### src/sha_pkg.sv
package sha_pkg;

	localparam int unsigned WORD_W  = 32;
	localparam int unsigned DIG_W   = 64;
	localparam int unsigned ROUNDS  = 64;
	localparam int unsigned BLK_WORDS = 16;

	typedef logic [WORD_W-1:0] word_t;

	typedef enum logic [2:0] {
		ST_IDLE,
		ST_PAD,
		ST_COMP,
		ST_FIN,
		ST_OUT
	} state_t;

	typedef struct packed {
		logic start;
		logic busy;
	} core_ctl_t;

	localparam word_t IV [8] = '{
		32'h6a09e667, 32'hbb67ae85, 32'h3c6ef372, 32'ha54ff53a,
		32'h510e527f, 32'h9b05688c, 32'h1f83d9ab, 32'h5be0cd19
	};

	localparam word_t K [64] = '{
		32'h428a2f98, 32'h71374491, 32'hb5c0fbcf, 32'he9b5dba5,
		32'h3956c25b, 32'h59f111f1, 32'h923f82a4, 32'hab1c5ed5,
		32'hd807aa98, 32'h12835b01, 32'h243185be, 32'h550c7dc3,
		32'h72be5d74, 32'h80deb1fe, 32'h9bdc06a7, 32'hc19bf174,
		32'he49b69c1, 32'hefbe4786, 32'h0fc19dc6, 32'h240ca1cc,
		32'h2de92c6f, 32'h4a7484aa, 32'h5cb0a9dc, 32'h76f988da,
		32'h983e5152, 32'ha831c66d, 32'hb00327c8, 32'hbf597fc7,
		32'hc6e00bf3, 32'hd5a79147, 32'h06ca6351, 32'h14292967,
		32'h27b70a85, 32'h2e1b2138, 32'h4d2c6dfc, 32'h53380d13,
		32'h650a7354, 32'h766a0abb, 32'h81c2c92e, 32'h92722c85,
		32'ha2bfe8a1, 32'ha81a664b, 32'hc24b8b70, 32'hc76c51a3,
		32'hd192e819, 32'hd6990624, 32'hf40e3585, 32'h106aa070,
		32'h19a4c116, 32'h1e376c08, 32'h2748774c, 32'h34b0bcb5,
		32'h391c0cb3, 32'h4ed8aa4a, 32'h5b9cca4f, 32'h682e6ff3,
		32'h748f82ee, 32'h78a5636f, 32'h84c87814, 32'h8cc70208,
		32'h90befffa, 32'ha4506ceb, 32'hbef9a3f7, 32'hc67178f2
	};

	function automatic word_t ror(input word_t x, input int unsigned n);
		ror = (x >> n) | (x << (WORD_W - n));
	endfunction

endpackage

### src/sha_if.sv
interface sha_in_if;
	logic        valid;
	logic        ready;
	logic [31:0] data_word;
	logic [2:0]  valid_bytes;
	logic        last;
	modport source(output valid, data_word, valid_bytes, last, input ready);
	modport sink(input valid, data_word, valid_bytes, last, output ready);
endinterface

interface sha_out_if;
	logic        valid;
	logic        ready;
	logic [63:0] digest_0;
	logic [63:0] digest_1;
	logic [63:0] digest_2;
	logic [63:0] digest_3;
	modport source(output valid, digest_0, digest_1, digest_2, digest_3, input ready);
	modport sink(input valid, digest_0, digest_1, digest_2, digest_3, output ready);
endinterface

### src/sha_core.sv
module sha_core (
	input  logic                       clk,
	input  logic                       arst_n,
	input  sha_pkg::core_ctl_t         ctl,
	input  logic [511:0]               block,
	input  logic [255:0]               chain_in,
	output logic [255:0]               chain_out,
	output logic                       done
);
	import sha_pkg::*;

	word_t w_q [16];
	word_t v_q [8];
	logic [5:0] rnd_q;
	logic run_q;
	logic fin_q;

	word_t s0, s1, wnew, big0, big1, ch, maj, t1, t2;

	always_comb begin
		s0   = ror(w_q[1], 7) ^ ror(w_q[1], 18) ^ (w_q[1] >> 3);
		s1   = ror(w_q[14], 17) ^ ror(w_q[14], 19) ^ (w_q[14] >> 10);
		wnew = w_q[0] + s0 + w_q[9] + s1;
		big1 = ror(v_q[4], 6) ^ ror(v_q[4], 11) ^ ror(v_q[4], 25);
		ch   = (v_q[4] & v_q[5]) ^ (~v_q[4] & v_q[6]);
		t1   = v_q[7] + big1 + ch + K[rnd_q] + w_q[0];
		big0 = ror(v_q[0], 2) ^ ror(v_q[0], 13) ^ ror(v_q[0], 22);
		maj  = (v_q[0] & v_q[1]) ^ (v_q[0] & v_q[2]) ^ (v_q[1] & v_q[2]);
		t2   = big0 + maj;
	end

	always_ff @(posedge clk or negedge arst_n) begin
		if (!arst_n) begin
			run_q <= 1'b0;
			fin_q <= 1'b0;
			rnd_q <= '0;
		end else begin
			fin_q <= 1'b0;
			if (ctl.start && !run_q) begin
				run_q <= 1'b1;
				rnd_q <= '0;
			end else if (run_q) begin
				rnd_q <= rnd_q + 6'd1;
				if (rnd_q == 6'(ROUNDS - 1)) begin
					run_q <= 1'b0;
					fin_q <= 1'b1;
				end
			end
		end
	end

	always_ff @(posedge clk) begin
		if (ctl.start && !run_q) begin
			for (int i = 0; i < 16; i++) w_q[i] <= block[511-32*i -: 32];
			for (int i = 0; i < 8; i++) v_q[i] <= chain_in[255-32*i -: 32];
		end else if (run_q) begin
			for (int i = 0; i < 15; i++) w_q[i] <= w_q[i+1];
			w_q[15] <= wnew;
			v_q[7] <= v_q[6]; v_q[6] <= v_q[5]; v_q[5] <= v_q[4];
			v_q[4] <= v_q[3] + t1;
			v_q[3] <= v_q[2]; v_q[2] <= v_q[1]; v_q[1] <= v_q[0];
			v_q[0] <= t1 + t2;
		end
	end

	always_comb begin
		for (int i = 0; i < 8; i++)
			chain_out[255-32*i -: 32] = chain_in[255-32*i -: 32] + v_q[i];
	end

	assign done = fin_q;

	a_done_after_last: assert property (@(posedge clk) disable iff (!arst_n)
		(run_q && rnd_q == 6'(ROUNDS - 1)) |=> done) else $error("round count");
	a_no_start_busy: assert property (@(posedge clk) disable iff (!arst_n)
		done |-> !run_q) else $error("done while running");
	a_busy_flag: assert property (@(posedge clk) disable iff (!arst_n)
		(run_q && rnd_q != 6'(ROUNDS - 1)) |=> run_q) else $error("early stop");
endmodule

### src/sha256_hash_engine.sv
// SHA-256 over 32-bit big-endian words, taken while the input is ready. The
// sixteenth word of a block starts a 64-round compression on the single shared
// round unit, one round per cycle, during which the input is not ready.
// The last word adds padding and one or two compressions, and the digest is
// then held on the output until taken, after which the engine restarts with
// the initial hash.
module sha256_hash_engine (
	input  logic       clk,
	input  logic       arst_n,
	sha_in_if.sink     in_ch,
	sha_out_if.source  out_ch
);
	import sha_pkg::*;

	state_t st_q, st_d;
	word_t buf_q [16];
	logic [3:0] idx_q;
	logic [63:0] cnt_q;
	logic [255:0] h_q;
	logic [255:0] chain_out;
	logic [511:0] block;
	logic done;
	logic pad_len_q;   // set once the 0x80 marker has been placed
	logic fin_msg_q;   // message ends after the current compression
	logic pad_pend_q;
	core_ctl_t ctl;

	logic take;
	logic [2:0] nb;
	word_t keep, marker, padw, push_val;
	logic push;
	logic mark_push;
	logic [63:0] cnt_new;

	assign take = in_ch.valid && in_ch.ready;
	assign nb = (in_ch.valid_bytes > 3'd4) ? 3'd4 : in_ch.valid_bytes;
	assign cnt_new = cnt_q + (in_ch.last ? {58'd0, nb, 3'd0} : 64'd32);
	assign mark_push = (take && in_ch.last && nb != 3'd4) || (st_q == ST_PAD && !pad_len_q);

	always_comb begin
		unique case (nb)
			3'd0: begin keep = 32'h0;        marker = 32'h80000000; end
			3'd1: begin keep = 32'hff000000; marker = 32'h00800000; end
			3'd2: begin keep = 32'hffff0000; marker = 32'h00008000; end
			3'd3: begin keep = 32'hffffff00; marker = 32'h00000080; end
			default: begin keep = 32'hffffffff; marker = 32'h0; end
		endcase
	end

	always_comb begin
		if (!pad_len_q) padw = 32'h80000000;
		else if (fin_msg_q && idx_q == 4'd14) padw = cnt_q[63:32];
		else if (fin_msg_q && idx_q == 4'd15) padw = cnt_q[31:0];
		else padw = 32'h0;
	end

	always_comb begin
		for (int i = 0; i < 16; i++) block[511-32*i -: 32] = buf_q[i];
	end

	always_comb begin
		st_d = st_q;
		push = 1'b0;
		push_val = padw;
		ctl = '{start: 1'b0, busy: 1'b1};
		in_ch.ready = 1'b0;
		unique case (st_q)
			ST_IDLE: begin
				in_ch.ready = 1'b1;
				ctl.busy = 1'b0;
				if (take) begin
					push = 1'b1;
					push_val = in_ch.last ? ((in_ch.data_word & keep) | marker)
						: in_ch.data_word;
					if (idx_q == 4'd15) st_d = ST_COMP;
					else if (in_ch.last) st_d = ST_PAD;
				end
			end
			ST_PAD: begin
				push = 1'b1;
				if (idx_q == 4'd15) st_d = ST_COMP;
			end
			ST_COMP: begin
				ctl.start = 1'b1;
				st_d = ST_FIN;
			end
			ST_FIN: begin
				if (done) begin
					if (fin_msg_q) st_d = ST_OUT;
					else if (pad_pend_q) st_d = ST_PAD;
					else st_d = ST_IDLE;
				end
			end
			ST_OUT: begin
				if (out_ch.ready) st_d = ST_IDLE;
			end
			default: st_d = ST_IDLE;
		endcase
	end

	always_ff @(posedge clk or negedge arst_n) begin
		if (!arst_n) begin
			st_q <= ST_IDLE;
			idx_q <= '0;
			cnt_q <= '0;
			pad_len_q <= 1'b0;
			fin_msg_q <= 1'b0;
			for (int i = 0; i < 8; i++) h_q[255-32*i -: 32] <= IV[i];
		end else begin
			st_q <= st_d;
			if (push) idx_q <= idx_q + 4'd1;
			if (take) begin
				cnt_q <= cnt_new;
				if (in_ch.last) pad_len_q <= (nb != 3'd4);
			end
			if (st_q == ST_PAD && push && !pad_len_q) pad_len_q <= 1'b1;
			if (mark_push) fin_msg_q <= (idx_q < 4'd14);
			else if (done && pad_pend_q && pad_len_q) fin_msg_q <= 1'b1;
			if (done) h_q <= chain_out;
			if (st_q == ST_OUT && out_ch.ready) begin
				for (int i = 0; i < 8; i++) h_q[255-32*i -: 32] <= IV[i];
				cnt_q <= '0;
				idx_q <= '0;
				pad_len_q <= 1'b0;
				fin_msg_q <= 1'b0;
			end
		end
	end

	// A message in padding keeps going after a compression through pad_pend_q.
	always_ff @(posedge clk or negedge arst_n) begin
		if (!arst_n) pad_pend_q <= 1'b0;
		else if (take) pad_pend_q <= in_ch.last;
		else if (st_q == ST_OUT && out_ch.ready) pad_pend_q <= 1'b0;
	end

	always_ff @(posedge clk) begin
		if (push) buf_q[idx_q] <= push_val;
	end

	logic fin_go;
	assign fin_go = done && !fin_msg_q && pad_pend_q;

	sha_core u_core (
		.clk(clk), .arst_n(arst_n), .ctl(ctl), .block(block),
		.chain_in(h_q), .chain_out(chain_out), .done(done)
	);

	assign out_ch.valid = (st_q == ST_OUT);
	assign out_ch.digest_0 = h_q[255:192];
	assign out_ch.digest_1 = h_q[191:128];
	assign out_ch.digest_2 = h_q[127:64];
	assign out_ch.digest_3 = h_q[63:0];

	a_ready_idle: assert property (@(posedge clk) disable iff (!arst_n)
		in_ch.ready |-> !out_ch.valid) else $error("ready while holding digest");
	a_pad_wrap: assert property (@(posedge clk) disable iff (!arst_n)
		(st_q == ST_PAD && idx_q == 4'd15) |=> st_q == ST_COMP) else $error("pad wrap");
	a_fin_pad: assert property (@(posedge clk) disable iff (!arst_n)
		(fin_go && st_q == ST_FIN) |=> (st_q == ST_PAD || st_q == ST_IDLE))
		else $error("padding lost");
endmodule
### src/flat_wrapper.sv
// flat-port wrapper written by rule: the top's interface ports become plain ports
module sha256_hash_engine_flat import sha_pkg::*;
  (clk, arst_n, in_ch_valid, in_ch_data_word, in_ch_valid_bytes, in_ch_last, in_ch_ready, out_ch_valid, out_ch_digest_0, out_ch_digest_1, out_ch_digest_2, out_ch_digest_3, out_ch_ready);
  sha_in_if in_ch_i ();
  sha_out_if out_ch_i ();
  input  logic clk;
  input  logic arst_n;
  input wire logic [$bits(in_ch_i.valid)-1:0] in_ch_valid;
  input wire logic [$bits(in_ch_i.data_word)-1:0] in_ch_data_word;
  input wire logic [$bits(in_ch_i.valid_bytes)-1:0] in_ch_valid_bytes;
  input wire logic [$bits(in_ch_i.last)-1:0] in_ch_last;
  output wire logic [$bits(in_ch_i.ready)-1:0] in_ch_ready;
  output wire logic [$bits(out_ch_i.valid)-1:0] out_ch_valid;
  output wire logic [$bits(out_ch_i.digest_0)-1:0] out_ch_digest_0;
  output wire logic [$bits(out_ch_i.digest_1)-1:0] out_ch_digest_1;
  output wire logic [$bits(out_ch_i.digest_2)-1:0] out_ch_digest_2;
  output wire logic [$bits(out_ch_i.digest_3)-1:0] out_ch_digest_3;
  input wire logic [$bits(out_ch_i.ready)-1:0] out_ch_ready;
  assign in_ch_i.valid = in_ch_valid;
  assign in_ch_i.data_word = in_ch_data_word;
  assign in_ch_i.valid_bytes = in_ch_valid_bytes;
  assign in_ch_i.last = in_ch_last;
  assign in_ch_ready = in_ch_i.ready;
  assign out_ch_valid = out_ch_i.valid;
  assign out_ch_digest_0 = out_ch_i.digest_0;
  assign out_ch_digest_1 = out_ch_i.digest_1;
  assign out_ch_digest_2 = out_ch_i.digest_2;
  assign out_ch_digest_3 = out_ch_i.digest_3;
  assign out_ch_i.ready = out_ch_ready;
  sha256_hash_engine u_core (.clk(clk), .arst_n(arst_n), .in_ch(in_ch_i), .out_ch(out_ch_i));
endmodule
### config.mk
export PLATFORM = sky130hd
export DESIGN_NAME = sha256_hash_engine_flat
export DESIGN_NICKNAME = d
export VERILOG_FILES = /design/src/sha_pkg.sv /design/src/sha_if.sv /design/src/sha_core.sv /design/src/sha256_hash_engine.sv /design/src/flat_wrapper.sv
export SDC_FILE = /design/constraint.sdc
export NUM_CORES = 2
export LEC_CHECK = 0
export ABC_CLOCK_PERIOD_IN_PS = 19300
export BUFFER_PORTS_ARGS = -buffer_cell sky130_fd_sc_hd__buf_2
export CAP_MARGIN = 40
export CORE_UTILIZATION = 59
export DETAILED_ROUTE_END_ITERATION = 10
export GPL_TIMING_DRIVEN = 0
export PLACE_DENSITY = 0.82
export SLEW_MARGIN = 40
export SYNTH_ARGS = -nofsm -noshare
export SYNTH_HDL_FRONTEND = slang
export SYNTH_SLANG_ARGS = --single-unit
export TNS_END_PERCENT = 20
### constraint.sdc
create_clock -name clk -period 19.3 [get_ports clk]
set_input_delay 0 -clock clk [delete_from_list [all_inputs] [get_ports clk]]
set_output_delay 0 -clock clk [all_outputs]
set_load 0.05 [all_outputs]
# Yosys cells after proc, flatten, opt, wreduce, memory -nomap -nowiden
# Memory sizes are Yosys's and may differ from the RTL's.
# Cells that the tools add are included.
[totals] reg_bits=338 mem_bits_rw=1280 romBits=2048 input_bits=40 output_inout_bits=258 wordCells=213 memories=4
[classes] addsub=21 magnitude_cmp=3 n_eq_ne=16 mux=79 bitwise=54 n_reduce_logical=26
[memory_table] name="(no name shown)" words=64 word_bits=32 read_ports=1 rd_clocked_by_memory_dff=0 write_ports=0 line_no="sha_core.sv:26" rtl="t1 = v_q[7] + big1 + ch + K[rnd_q] + w_q[0];"
[memory_table] name="u_core.buf_q" words=16 word_bits=32 read_ports=16 rd_clocked_by_memory_dff=0 write_ports=1 line_no="sha256_hash_engine.sv:16" rtl="word_t buf_q [16];"
[memory_table] name="u_core.u_core.w_q" words=16 word_bits=32 read_ports=16 rd_clocked_by_memory_dff=0 write_ports=16 line_no="sha_core.sv:12" rtl="word_t w_q [16];"
[memory_table] name="u_core.u_core.v_q" words=8 word_bits=32 read_ports=8 rd_clocked_by_memory_dff=0 write_ports=8 line_no="sha_core.sv:13" rtl="word_t v_q [8];"
[ops] operator="$mux W32" n=32
[ops] operator="$add A32 B32 Y32" n=18
[ops] operator="$mux W256" n=2
[ops] operator="$xor A32 B32 Y32" n=9
[ops] operator="$pmux W32 S4" n=2
[ops] operator="$and A32 B32 Y32" n=6
[ops] operator="$mux W64" n=2
[ops] operator="$add A64 B64 Y64" n=1
[ops] operator="$not A32 Y32" n=1
[ops] operator="$or A10 B32 Y32" n=1
[ops] operator="$or A13 B32 Y32" n=1
[ops] operator="$or A14 B32 Y32" n=1
[ops] operator="$or A15 B32 Y32" n=1
[ops] operator="$or A19 B32 Y32" n=1
[ops] operator="$or A21 B32 Y32" n=1
[ops] operator="$or A25 B32 Y32" n=1
[ops] operator="$or A26 B32 Y32" n=1
[ops] operator="$or A30 B32 Y32" n=1
[ops] operator="$or A32 B32 Y32" n=1
[ops] operator="$or A7 B32 Y32" n=1
[ops] operator="$xor A32 B22 Y32" n=1
[ops] operator="$xor A32 B29 Y32" n=1
[ops] operator="$mux W1" n=26
[ops] operator="$mux W3" n=8
[ops] operator="27 further kinds" n=79

# Depth between registers and ports, before layout
# An unclocked memory read counts as a cell.
[logic_depth] ltp_word=10 ltp_mapped=38 mapped_depth_nobuf=36

# By module
# Synthesis repeated with hierarchy kept, for this count alone.
[unflattened] hier_cells=7679 hier_area_um2=90722.0
[modules_own_cells] mod="sha_core" instances=1 cells_each=5747 area_per_inst_um2=60241.5 seq_area_each_um2=23262.3
[modules_own_cells] mod="sha256_hash_engine" instances=1 cells_each=1932 area_per_inst_um2=30480.5 seq_area_each_um2=23727.8

# Worst setup path before layout
# Ideal clock, no wire load.
[synth_path] kind="register to register" from="register u_core.u_core.run_q" to="register u_core.u_core.rnd_q[2]" setup_time_ns=0.819 arrival_ns=16.490 required_ns=18.481 setup_slack_ns=1.991 stages_incl_launch_ff=6 path_buffers=2 synth_period_minus_slack_ns=17.309 path_cell_list="dfrtp_1 > clkbuf_1 > clkbuf_1 > a21oi_1 > inv_1 > o22ai_1"
[synth_via] elab_chain_cells=3 elab_cells_between_ends=4 classes_between="1 x mux; 3 x reduce/logical"
[synth_lines] element="from (decl)" line_no="sha_core.sv:15" rtl="logic run_q;"
[synth_lines] element="from (signal assigned)" line_no="sha_core.sv:34" rtl="run_q <= 1'b0;"
[synth_lines] element="from (signal assigned)" line_no="sha_core.sv:40" rtl="run_q <= 1'b1;"
[synth_lines] element="from (signal assigned)" line_no="sha_core.sv:45" rtl="run_q <= 1'b0;"
[synth_lines] element="$logic_not A1 Y1" line_no="sha_core.sv:39" rtl="if (ctl.start && !run_q) begin"
[synth_lines] element="$logic_and A1 B1 Y1" line_no="sha_core.sv:39"
[synth_lines] element="$mux W6 or $reduce_bool A2 Y1 (tied branches)"
[synth_lines] element="to (signal assigned)" line_no="sha_core.sv:43" rtl="rnd_q <= rnd_q + 6'd1;"
[synth_lines] element="to (decl)" line_no="sha_core.sv:14" rtl="logic [5:0] rnd_q;"
# Parallel ways exist; a longest one is shown, timed or not.
# A chain may end at the register's enable or synchronous reset.

==> flow_summary.yaml <==
yosys:
  syn-cell-area_sq_um: 89980
  ys_seq_elements: 1615
  yosys.area.top_type_share: 0.4272
  async_flop_share: 0.2074
  ys_top_cells_by_count: "edfxtp_1, nand2_1, mux2_2"
  synth_top_cell_by_area: "edfxtp_1"
  avgSynthCellArea_sq_um: 11.65
  ys_types: 93
  synth.area.top_cells: "edfxtp_1, mux2_2, ha_1, dfrtp_1, fa_1"
  ys_warn_count: 0
  syn-num-nets: 8358
  yosysMostFrequentCell: "edfxtp_1"
  ys_seq_area_frac: 0.5222
  syn_inst: 7722
  ys.flop_type: "edfxtp_1"
  synth-edff-count: 1280
setup_path:
  slowest_delay_ns: 0.68
  r2r_setup_slack_ns: 7.04
  slowest_stage: "dfrtp_1"
  cpMostUsedCell: "inv_1"
  cp.arrival_ns: 12.86
  reg2reg_to: "u_core.u_core.v_q[0][29]$_DFFE_PP_"
  required_ns: 19.90
  crit_path_end_kind: "flop"
  r2r_start: "u_core.u_core.rnd_q[1]$_DFFE_PN0P_"
  path_class: "reg -> reg"
  cp_max_fo: 11
  start_kind: "flop"
  r2r_cells: 33
cells_and_area:
  drive_above_1_share: 0.1867
  final_nets: 8979
  stdcell_area_sq_um: 103200
  nFillCells: 10440
  syn_to_final_growth_pct: 14.72
timing:
  maxSlewHeadroom: 0.3629
  fmax_ghz: 0.08155
  hold_slack_ns: 0.1291
  fin_worst_skew_ns: 0.1059
  rsz0062_at_grt: "false"
  finalCritPeriodShare: 0.6353
  slew_viol_final: 0
  setup_tns_ns: 0
  worstMarginPinSlew_ns: 0.9556
  min_period_ns: 12.26
  finalSetupViolCount: 0
  hold_violations: 0
clock_tree:
  cts_sinks: 1615
  clk_latency_ns: 0.89
  h-tree-depth: 4
  cts-root-buf: "clkbuf_16"
  cts_resized: 0
  cts_buffer_depth: 3
  post_cts_buffers: 0
  cts_buffers: 163
  ctsHoldBuffers: 47
  cts_tree: "done"
  path_clk_slew_ns: 0.07
grt:
  grt_usage: 0.4642
  grt_pass1_wl_um: 499800
  grt_overflow: 0
  antenna_found_initial: 14
  grt_pass1_vias: 68660
  grt_max_degree: 79
die:
  die_x_um: 392.5
  design.die.area_sq_um: 154100
  core_sq_um: 150700
  fp.dieH_um: 392.5
  io_pins: 298
  initial_core_util: 0.5972
  fp-row-count: 142
outcome:
  status: "complete, no violations"
min_path:
  min_path_cells: 4
  min-delay-start: "in_ch_data_word[20]"
  whs_endpoint: "u_core.buf_q[3][20]$_DFFE_PP_"
  hold_path_class: "in -> reg"
route:
  drtPass1Iterations: 9
  wirelength_um: 360900
  ant_nets: 0
  vias: 71060
  post_drt_wl_per_cell_um: 34.33
  vias_per_cell: 6.761
  drcViolationCount: 0
  drt-initial-drc-count: 9504
placed_design:
  place.gp.congestion: 1.034
  dp_hpwl_um: 263500
  placed_cell_area_sq_um: 96820
  portBuffers: 297
job:
  maxCapViolations: 0
[worst max-delay path by stage]
| stage | start | endpoint | slack [ns] | cells after the start |
|---|---|---|---|---|
| final | u_core.u_core.rnd_q[1]$_DFFE_PN0P_ | u_core.u_core.v_q[0][29]$_DFFE_PP_ | 7.04 | 33 |
| after CTS | u_core.u_core.rnd_q[1]$_DFFE_PN0P_ | u_core.u_core.v_q[0][29]$_DFFE_PP_ | 7.41 | 34 |
| after floorplan | u_core.u_core.run_q$_DFF_PN0_ | u_core.u_core.rnd_q[2]$_DFFE_PN0P_ | 1.99 | 5 |
| after global routing | u_core.u_core.rnd_q[1]$_DFFE_PN0P_ | u_core.u_core.v_q[0][29]$_DFFE_PP_ | 7.00 | 32 |
| after global placement | u_core.u_core.run_q$_DFF_PN0_ | u_core.u_core.rnd_q[2]$_DFFE_PN0P_ | -7.63 | 5 |
| after detailed placement | u_core.u_core.rnd_q[1]$_DFFE_PN0P_ | u_core.u_core.v_q[0][29]$_DFFE_PP_ | 7.50 | 34 |
[layer usage]
layer / track usage / share of wire / vias up
met5: 0 / 0.00011 / -
met4: 0.3643 / 0.092 / 6
met3: 0.1161 / 0.11 / 1458
met2: 0.7079 / 0.45 / 5230
met1: 0.5654 / 0.35 / 35140
li1: - / - / 29220
[logic make-up after synthesis]
group                    Yosys count  synth area share
XOR/XNOR                         596           0.05801
flip-flops                      1615            0.5222
multiplexers                     674           0.08340
buffers and inverters            642           0.02685
AO/OA/AOI/OAI                   1570            0.1099
adder cells (fa/ha/maj)          618            0.1017
AND/OR/NAND/NOR                 2007           0.09794
[critical path, delay by kind of cell, from the launching register on]
kind	cells	cell delay [ns]
XOR/XNOR	2	0.75
adder cells (fa/ha/maj)	7	3.22
flip-flops	1	0.68
AO/OA/AOI/OAI	15	4.53
buffers and inverters	7	1.85
AND/OR/NAND/NOR	1	0.63
multiplexers	1	0.31
[stage by stage]
step           setup slack (ns)  utilization  cells
6_report                  7.038       0.6851  10510
5_1_grt                   7.000       0.6850  10500
4_1_cts                   7.410       0.6847  10500
3_5_place_dp              7.497       0.6426  10150
3_3_place_gp             -7.627       0.6239  10040
2_1_floorplan             1.991            -   7722
[layout by cell type, fill, tap and decap left out, types with 58 or more instances in the layout]
master	netlist	routed
nand3_1	122	122
xor2_1	159	159
nand2_1	950	947
a21o_1	181	181
o21ai_0	402	372
a21oi_1	450	448
a211oi_1	65	65
mux2i_1	104	104
o21a_1	65	65
edfxtp_1	1280	1280
inv_1	282	281
nor2_1	488	474
dfstp_2	136	136
nor3_1	101	96
buf_2	4	326
fa_1	196	196
xnor2_1	437	432
mux2_2	566	566
dfrtp_1	199	199
clkbuf_1	319	262
clkbuf_16	0	163
nor2b_1	58	58
clkbuf_2	1	82
ha_1	400	400
[registers in the layout (all words and copies together), names as in the netlist, 3 cells and up]
| register | flops |
|---|---|
| u_core.u_core.w_q | 512 |
| u_core.buf_q | 512 |
| u_core.idx_q | 4 |
| u_core.cnt_q | 61 |
| u_core.u_core.rnd_q | 6 |
| u_core.st_q | 3 |
| u_core.u_core.v_q | 256 |
| u_core.h_q | 256 |
[final cells by class]
cell class / count / area (sq um) / share of cell area
timing repair buffer: 456 / 4208 / 0.04076
tap: 2016 / 2522 / 0.02444
sequential: 1615 / 46990 / 0.4552
clock inverter: 114 / 1613 / 0.01562
buffer: 358 / 1475 / 0.01429
clock buffer: 192 / 4238 / 0.04105
antenna: 10 / 25.02 / 0.0002424
inverter: 284 / 1074 / 0.01040
multi-input combinational: 5465 / 41080 / 0.3980
Power is not shown: default switching activity piles up to over one toggle a cycle in this logic, so the estimate is an artifact.
